### config.mk
export PLATFORM = sky130hd
export DESIGN_NAME = button_debounce_gesture_detector
export DESIGN_NICKNAME = d
export VERILOG_FILES = /design/src/design/bdgd_pkg.sv /design/src/design/button_debounce_gesture_detector.sv /design/src/design/bdgd_debounce.sv /design/src/design/bdgd_history.sv /design/src/design/bdgd_classify.sv
export SDC_FILE = /design/constraint.sdc
export NUM_CORES = 1
export LEC_CHECK = 0
export ABC_AREA = 1
export BUFFER_PORTS_ARGS = -buffer_cell sky130_fd_sc_hd__buf_2
export CORE_MARGIN = 2
export CORE_UTILIZATION = 40
export DETAILED_ROUTE_END_ITERATION = 16
export GPL_TIMING_DRIVEN = 0
export HOLD_SLACK_MARGIN = 0.15
export REMOVE_ABC_BUFFERS = 1
export SYNTH_ARGS = -nofsm -noshare
export SYNTH_HDL_FRONTEND = slang
export SYNTH_SLANG_ARGS = --single-unit
### constraint.sdc
create_clock -name clock -period 27.4 [get_ports clock]
set_input_delay 2.74 -clock clock [delete_from_list [all_inputs] [get_ports clock]]
set_output_delay 2.74 -clock clock [all_outputs]
set_load 0.02 [all_outputs]
### src/design/bdgd_pkg.sv
`default_nettype none

package bdgd_pkg;

   // Geometry of the event history and of the time stamps.
   localparam int HISTORY_DEPTH = 4;
   localparam int TIME_BITS     = 32;
   localparam int CFG_BITS      = 16;

   // The pin is active low: this level means pressed.
   localparam logic PIN_LOW = 1'b0;

   // Stream payload widths, rounded up to whole bytes.
   localparam int REQ_BITS       = 1 + TIME_BITS;
   localparam int REQ_TDATA_BITS = ((REQ_BITS + 7) / 8) * 8;
   localparam int RSP_BITS       = 2 + TIME_BITS + 1 + 1;
   localparam int RSP_TDATA_BITS = ((RSP_BITS + 7) / 8) * 8;

   // Configuration register indexes.
   localparam int CSR_INDEX_BITS = 2;
   localparam logic [CSR_INDEX_BITS-1:0] CSR_DEBOUNCE_DELAY    = 2'd0;
   localparam logic [CSR_INDEX_BITS-1:0] CSR_HOLD_THRESHOLD    = 2'd1;
   localparam logic [CSR_INDEX_BITS-1:0] CSR_RELEASE_THRESHOLD = 2'd2;

   // Reset values of the configuration registers.
   localparam logic [CFG_BITS-1:0] DEBOUNCE_DELAY_RESET    = 16'd50;
   localparam logic [CFG_BITS-1:0] HOLD_THRESHOLD_RESET    = 16'd500;
   localparam logic [CFG_BITS-1:0] RELEASE_THRESHOLD_RESET = 16'd1000;

   typedef logic [TIME_BITS-1:0] time_type;
   typedef logic [CFG_BITS-1:0]  cfg_type;

   typedef enum logic [1:0] {
      GESTURE_IDLE   = 2'd0,
      GESTURE_SINGLE = 2'd1,
      GESTURE_DOUBLE = 2'd2,
      GESTURE_HELD   = 2'd3
   } gesture_type;

   // One poll after decoding: pressed flag and time.
   typedef struct packed {
      logic     reading;
      time_type now;
   } poll_type;

   // Event history, entry 0 is the newest.
   typedef struct packed {
      logic [HISTORY_DEPTH-1:0]     level;
      time_type [HISTORY_DEPTH-1:0] stamp;
   } hist_type;

   // Gesture thresholds handed to the classifier.
   typedef struct packed {
      cfg_type hold_threshold;
      cfg_type release_threshold;
   } thresh_type;

   // One result item.
   typedef struct packed {
      logic        pressed;
      logic        changed;
      time_type    stamp;
      gesture_type gesture;
   } rsp_type;

endpackage

`default_nettype wire

### src/design/button_debounce_gesture_detector.sv
`default_nettype none

// Button debounce and gesture detector. Each request is one poll of an
// active-low button pin with a millisecond time stamp; each poll yields
// exactly one response with the current gesture (idle, single press, double
// press or held), the time of the event that set it, a flag for a gesture
// set by this poll and the debounced level. Polls are taken one per clock
// cycle, sustained while the response side is not stalled; a poll passes
// through the request register, then through the debounce, history and
// classification logic into the response register. Each poll reads the
// state that the previous poll left there. The three thresholds are to be
// written through the csr port only while no polls are in flight; the block
// itself does not enforce this. csr_ready is always high and writes to an
// unused index are dropped.
module button_debounce_gesture_detector (
   input  wire logic                                   clock,
   input  wire logic                                   reset,
   // Request stream.
   input  wire logic                                   req_tvalid,
   output logic                                        req_tready,
   // Fields from bit 0: raw_level, now_ms.
   input  wire logic [bdgd_pkg::REQ_TDATA_BITS-1:0]    req_tdata,
   // Response stream.
   output logic                                        rsp_tvalid,
   input  wire logic                                   rsp_tready,
   // Fields from bit 0: gesture, gesture_time, gesture_changed, pressed.
   output logic [bdgd_pkg::RSP_TDATA_BITS-1:0]         rsp_tdata,
   // Configuration writes.
   input  wire logic                                   csr_valid,
   output logic                                        csr_ready,
   input  wire logic [bdgd_pkg::CSR_INDEX_BITS-1:0]    csr_index,
   input  wire bdgd_pkg::cfg_type                      csr_data
);
   import bdgd_pkg::*;

   cfg_type    debounce_delay_ff;
   cfg_type    hold_threshold_ff;
   cfg_type    release_threshold_ff;
   thresh_type thresh;

   logic       req_valid_ff;
   logic       req_valid_in;
   poll_type   poll_ff;
   logic       rsp_valid_ff;
   logic       rsp_valid_in;
   rsp_type    rsp_ff;
   rsp_type    result;
   logic       advance;
   logic       stable_next;
   hist_type   hist_next;

   // Configuration registers.
   assign csr_ready = 1'b1;

   always_ff @(posedge clock) begin
      if (reset) begin
         debounce_delay_ff    <= DEBOUNCE_DELAY_RESET;
         hold_threshold_ff    <= HOLD_THRESHOLD_RESET;
         release_threshold_ff <= RELEASE_THRESHOLD_RESET;
      end else if (csr_valid && csr_ready) begin
         unique case (csr_index)
            CSR_DEBOUNCE_DELAY:    debounce_delay_ff    <= csr_data;
            CSR_HOLD_THRESHOLD:    hold_threshold_ff    <= csr_data;
            CSR_RELEASE_THRESHOLD: release_threshold_ff <= csr_data;
            default: begin
            end
         endcase
      end
   end

   assign thresh.hold_threshold    = hold_threshold_ff;
   assign thresh.release_threshold = release_threshold_ff;

   // Pipeline control: a poll is evaluated when the response slot is free.
   assign advance      = req_valid_ff && (!rsp_valid_ff || rsp_tready);
   assign req_tready   = !req_valid_ff || advance;
   assign req_valid_in = (req_tvalid && req_tready) || (req_valid_ff && !advance);
   assign rsp_valid_in = advance || (rsp_valid_ff && !rsp_tready);

   // Request register.
   always_ff @(posedge clock) begin
      if (reset) begin
         req_valid_ff <= 1'b0;
      end else begin
         req_valid_ff <= req_valid_in;
      end
   end

   always_ff @(posedge clock) begin
      if (req_tvalid && req_tready) begin
         poll_ff.reading <= (req_tdata[0] == PIN_LOW);
         poll_ff.now     <= req_tdata[TIME_BITS:1];
      end
   end

   bdgd_debounce u_debounce (
      .clock          (clock),
      .reset          (reset),
      .advance        (advance),
      .poll           (poll_ff),
      .debounce_delay (debounce_delay_ff),
      .stable_next    (stable_next)
   );

   bdgd_history u_history (
      .clock       (clock),
      .reset       (reset),
      .advance     (advance),
      .stable_next (stable_next),
      .now         (poll_ff.now),
      .hist_next   (hist_next)
   );

   bdgd_classify u_classify (
      .clock   (clock),
      .reset   (reset),
      .advance (advance),
      .hist    (hist_next),
      .now     (poll_ff.now),
      .thresh  (thresh),
      .result  (result)
   );

   // Response register.
   always_ff @(posedge clock) begin
      if (reset) begin
         rsp_valid_ff <= 1'b0;
      end else begin
         rsp_valid_ff <= rsp_valid_in;
      end
   end

   always_ff @(posedge clock) begin
      if (advance) begin
         rsp_ff <= result;
      end
   end

   assign rsp_tvalid = rsp_valid_ff;
   assign rsp_tdata  = {{(RSP_TDATA_BITS - RSP_BITS){1'b0}},
                        rsp_ff.pressed, rsp_ff.changed, rsp_ff.stamp, rsp_ff.gesture};

endmodule

`default_nettype wire

### src/design/bdgd_debounce.sv
`default_nettype none

module bdgd_debounce (
   input  wire logic              clock,
   input  wire logic              reset,
   input  wire logic              advance,
   input  wire bdgd_pkg::poll_type poll,
   input  wire bdgd_pkg::cfg_type debounce_delay,
   output logic                   stable_next
);
   import bdgd_pkg::*;

   logic     unstable_ff;
   logic     unstable_in;
   logic     stable_ff;
   logic     stable_in;
   time_type last_change_ff;
   time_type last_change_in;
   time_type settle_age;

   // Restart the settle timer whenever the raw level moves.
   assign unstable_in    = poll.reading;
   assign last_change_in = (poll.reading != unstable_ff) ? poll.now : last_change_ff;

   // The level is taken once it has stayed put for longer than the delay.
   assign settle_age  = poll.now - last_change_in;
   assign stable_in   = (settle_age > TIME_BITS'(debounce_delay)) ? poll.reading : stable_ff;
   assign stable_next = stable_in;

   // Debounce state, updated once per evaluated poll.
   always_ff @(posedge clock) begin
      if (reset) begin
         unstable_ff    <= 1'b0;
         stable_ff      <= 1'b0;
         last_change_ff <= '0;
      end else if (advance) begin
         unstable_ff    <= unstable_in;
         stable_ff      <= stable_in;
         last_change_ff <= last_change_in;
      end
   end

endmodule

`default_nettype wire

### src/design/bdgd_history.sv
`default_nettype none

module bdgd_history (
   input  wire logic               clock,
   input  wire logic               reset,
   input  wire logic               advance,
   input  wire logic               stable_next,
   input  wire bdgd_pkg::time_type now,
   output bdgd_pkg::hist_type      hist_next
);
   import bdgd_pkg::*;

   hist_type hist_ff;
   hist_type hist_in;
   logic     push;

   // A change of the stable level shifts the history by one entry.
   assign push = (stable_next != hist_ff.level[0]);

   always_comb begin
      hist_in = hist_ff;
      if (push) begin
         for (int k = HISTORY_DEPTH - 1; k > 0; k--) begin
            hist_in.level[k] = hist_ff.level[k-1];
            hist_in.stamp[k] = hist_ff.stamp[k-1];
         end
         hist_in.level[0] = stable_next;
         hist_in.stamp[0] = now;
      end
   end

   assign hist_next = hist_in;

   // History registers; reset leaves every entry released at time zero.
   always_ff @(posedge clock) begin
      if (reset) begin
         hist_ff <= '0;
      end else if (advance) begin
         hist_ff <= hist_in;
      end
   end

endmodule

`default_nettype wire

### src/design/bdgd_classify.sv
`default_nettype none

module bdgd_classify (
   input  wire logic                 clock,
   input  wire logic                 reset,
   input  wire logic                 advance,
   input  wire bdgd_pkg::hist_type   hist,
   input  wire bdgd_pkg::time_type   now,
   input  wire bdgd_pkg::thresh_type thresh,
   output bdgd_pkg::rsp_type         result
);
   import bdgd_pkg::*;

   gesture_type gesture_ff;
   gesture_type gesture_in;
   time_type    stamp_ff;
   time_type    stamp_in;
   time_type    t0;
   time_type    age;
   time_type    hold_ext;
   time_type    release_ext;
   logic        short_01;
   logic        short_23;
   logic        two_presses;
   logic        try_en;
   gesture_type try_gesture;
   logic        accept;

   assign t0          = hist.stamp[0];
   assign age         = now - t0;
   assign hold_ext    = TIME_BITS'(thresh.hold_threshold);
   assign release_ext = TIME_BITS'(thresh.release_threshold);

   // A short press is a release that follows its press within the hold time.
   assign short_01 = !hist.level[0] && hist.level[1] &&
                     ((hist.stamp[0] - hist.stamp[1]) < hold_ext);
   assign short_23 = !hist.level[2] && hist.level[3] &&
                     ((hist.stamp[2] - hist.stamp[3]) < hold_ext);
   assign two_presses = short_01 && short_23 &&
                        ((hist.stamp[0] - hist.stamp[3]) < hold_ext);

   // Pick the candidate gesture; the first matching rule ends the search.
   always_comb begin
      try_en      = 1'b0;
      try_gesture = GESTURE_IDLE;
      if (hist.level[0]) begin
         if (age > hold_ext) begin
            try_en      = 1'b1;
            try_gesture = GESTURE_HELD;
         end
      end else if ((age > release_ext) && (gesture_ff == GESTURE_HELD)) begin
         try_en      = 1'b1;
         try_gesture = GESTURE_IDLE;
      end else if (two_presses) begin
         try_en      = 1'b1;
         try_gesture = GESTURE_DOUBLE;
      end else if (short_01 && !(age < hold_ext)) begin
         try_en      = 1'b1;
         try_gesture = GESTURE_SINGLE;
      end
   end

   // A candidate carrying the current gesture's time stamp is dropped.
   assign accept     = try_en && (t0 != stamp_ff);
   assign gesture_in = accept ? try_gesture : gesture_ff;
   assign stamp_in   = accept ? t0 : stamp_ff;

   assign result.gesture = gesture_in;
   assign result.stamp   = stamp_in;
   assign result.changed = accept;
   assign result.pressed = hist.level[0];

   // Current gesture and the time of the event that set it.
   always_ff @(posedge clock) begin
      if (reset) begin
         gesture_ff <= GESTURE_IDLE;
         stamp_ff   <= '0;
      end else if (advance) begin
         gesture_ff <= gesture_in;
         stamp_ff   <= stamp_in;
      end
   end

endmodule

`default_nettype wire

==> out/results.ini <==
[cts]
clock_latency_ns = 0.59
cts_tree = built
cts_inserted_buffers = 41
cts_buffer_depth = 3
cts.htree.levels = 2
cts_sinks = 319
cts_root_buf = clkbuf_16
clk_pin_slew_ns = 0.06
ctsResizeCount = 0
post_cts_buffers = 0
postCtsHoldBufs = 0

[drt]
via_per_inst = 5.319
drt-pass1-iter-count = 6
avgRoutedWirePerCell_um = 18.46
drc = 0
drtIter0Drc = 2282
vias = 27750
drt.antenna.violating_nets = 0
finalWirelength_um = 96330

[sta]
rsz0062_at_grt = no
min_period_over_period_pct = 47.76
fmax_mhz = 76.42
fin_crit_ns = 13.09
fin_tns_setup_ns = 0
hold_ws_ns = 0.4617
worstMarginPinSlew_ns = 1.297
relSlewSlack_pct = 12.59
hold_viol_final = 0
clock_skew_ns = 0.02973
maxSlewViolCount = 0
setup_viol = 0

[global_routing]
grt_pass1_vias = 26100
grt_overflow = 0
track_usage_pct = 27.03
grt_max_degree = 135
grt_pass1_wl_um = 147600
antenna_found_initial = 1

[run]
drv_cap = 0

[worst_hold_path]
worstHoldStart = debounce_delay_ff[6]
hold_path.class = reg2reg
min_path_cells = 2
whs_endpoint = debounce_delay_ff[6]

[power_and_ir_drop]
ir_worst_vdd_uv = 61.75
p_per_area_nw_per_um2 = 71.26
p_leak_nw = 14.43

[synth]
netlist_top_cells_count = 1,125 x nand2_1, 564 x inv_1, 357 x a21oi_1
synth-seq-cells = 319
syn-cell-area_um2 = 27390
synth_top_area_share_pct = 18.27
ys_warn_count = 0
synth_top_area_cell = dfxtp_1
yosysUniqueCellTypes = 66
synth_ff_type = dfxtp_1
syn_area_per_cell_um2 = 6.375
postSynthCellCount = 4297
ys_async_sr_fraction_pct = 0
synth_area_leaders = dfxtp_1 18%, nand2_1 15%, ha_1 9.5%, inv_1 7.7%, edfxtp_1 7.6%
yosysMostFrequentCell = nand2_1
synth-edff-count = 69
yosysSeqAreaShare_pct = 25.84

[critical_path]
reg2reg_slack_ns = 14.31
start_kind = register
timing.rr.start = poll_ff[32]
rr_worst_depth = 59
critPathMaxStageDelay_ns = 0.93
cp.required_ns = 27.69
worst_setup_path_end_kind = register
crit_top_cell = nand2_1
rr_endpoint = rsp_tdata[16]
cp.arrival_ns = 13.37
cp_max_fo = 95
worstSetupPathType = reg2reg
cpMaxStageDelayCell = ha_4

[floorplan]
die_h_um = 265.7
die_area_um2 = 70590
rows = 95
coreArea_um2 = 67510
fp.dieW_um = 265.7
initial_utilization_pct = 40.57
io_pins = 106

[placement]
dp_hpwl_um = 77320
gp_congestion = 0.9714
io_buffers = 93

[layout]
fin_nets = 4582
drive_above_1_share_pct = 7.715
register_area_um2 = 7077
area_delta_synth_final_pct = 9.136
multi_input_area_um2 = 17460
nFillCells = 7338

[run_status]
outcome = completed

-- through the flow --
step / instance area [um2] / instances / util [%] / power (W) / setup slack [ns]
after floorplan: 26710 / 4165 / - / 0.001288 / 13.29
after global placement: 28260 / 5131 / 41.86 / 0.001578 / 6.216
after detailed placement: 28550 / 5140 / 42.28 / 0.001575 / 14.21
after CTS: 29890 / 5215 / 44.27 / 0.002132 / 14.20
after global routing: 29890 / 5215 / 44.27 / 0.002298 / 13.23
final: 29890 / 5217 / 44.28 / 0.002130 / 14.31
-- cell usage in the layout, fill, tap and decap left out, types with 8 or more instances in the layout --
cell	Yosys	layout
nand4_1	53	53
nor2_2	17	17
buf_2	6	92
nor4_1	11	11
a21boi_0	8	8
nor3_1	53	52
edfxtp_1	69	69
a21o_1	12	12
nand2_1	1125	1123
a211oi_1	54	54
inv_1	564	564
o21ai_1	41	41
clkbuf_16	0	43
o21a_1	25	25
xor2_1	75	75
nand2_2	67	68
a21oi_1	357	357
o21ai_2	15	15
ha_1	208	207
nor2_1	351	351
o21ai_0	335	335
nand3b_1	15	15
inv_2	19	18
buf_16	0	8
mux2i_1	14	14
o211ai_1	37	37
or2_2	16	16
o21bai_1	9	9
xnor2_1	29	29
nand3_1	268	268
dfxtp_1	250	250
-- registers in the layout, indices dropped and copies added (netlist names) --
name                       count
poll_ff                       33
u_classify.gesture_ff          2
release_threshold_ff          16
u_history.hist_ff            132
rsp_tvalid                     1
u_debounce.last_change_ff     32
rsp_tdata                     36
hold_threshold_ff             16
u_debounce.stable_ff           1
u_classify.stamp_ff           32
req_valid_ff                   1
u_debounce.unstable_ff         1
debounce_delay_ff             16
-- report_power, final --
group	leakage, nW	internal (W)	switching (W)
clock network	0.648	0.000321	0.000228
registers	2.72	0.000515	0.0000236
logic	11.1	0.000339	0.000703
-- routing by layer --
metal | global-route usage (%) | vias up | share of wire (%)
met5 | 0 | - | 0
met4 | 12.00 | 0 | 4.8
met3 | 2.324 | 176 | 4.8
met2 | 46.07 | 713 | 47
met1 | 34.83 | 12640 | 44
li1 | - | 14230 | -
-- worst max path at each step --
stage                start                 endpoint  slack, ns  cells after the start
6_report       poll_ff[32]            rsp_tdata[16]      14.31                     59
5_1_grt        poll_ff[32]            rsp_tdata[16]      13.23                     58
4_1_cts        poll_ff[32]            rsp_tdata[16]      14.20                     57
3_5_place_dp   poll_ff[32]            rsp_tdata[16]      14.21                     59
3_3_place_gp   poll_ff[32]            rsp_tdata[16]       6.22                     56
2_1_floorplan  poll_ff[32]  u_classify.stamp_ff[26]      13.29                     55
-- worst max-delay path, delay by kind of cell (launching register included) --
family / cells / cell delay, ns
flip-flops: 1 / 0.42
adder cells (fa/ha/maj): 6 / 2.36
buffers and inverters: 8 / 1.86
AO/OA/AOI/OAI: 8 / 2.37
XOR/XNOR: 2 / 0.42
AND/OR/NAND/NOR: 35 / 5.10
-- cells by family (layout without fill, tap and decap cells) --
kind of cell               Yosys count  in the layout  synth area share, %
AOI/OAI and AO/OA                  924            924                18.83
xor gates and xnor gates           104            104                3.325
adders and majority gates          209            209                9.574
buffers and inverters              720            762                10.57
DFF                                319            319                25.84
muxes                               14             14               0.5116
other                                2              7              0.02742
and+or+nand+nor                   2005           2005                31.33
-- final cells by class --
cell class,instances,share of cell area [%]
diodes,2,0.01674
clock buffers,52,3.779
multi-input cells,3261,58.40
clock inverters,23,0.7115
inverters,585,7.396
well taps,873,3.654
flip-flops and latches,319,23.67
repair buffers,102,2.369
Power figures use the tool's default switching activity.
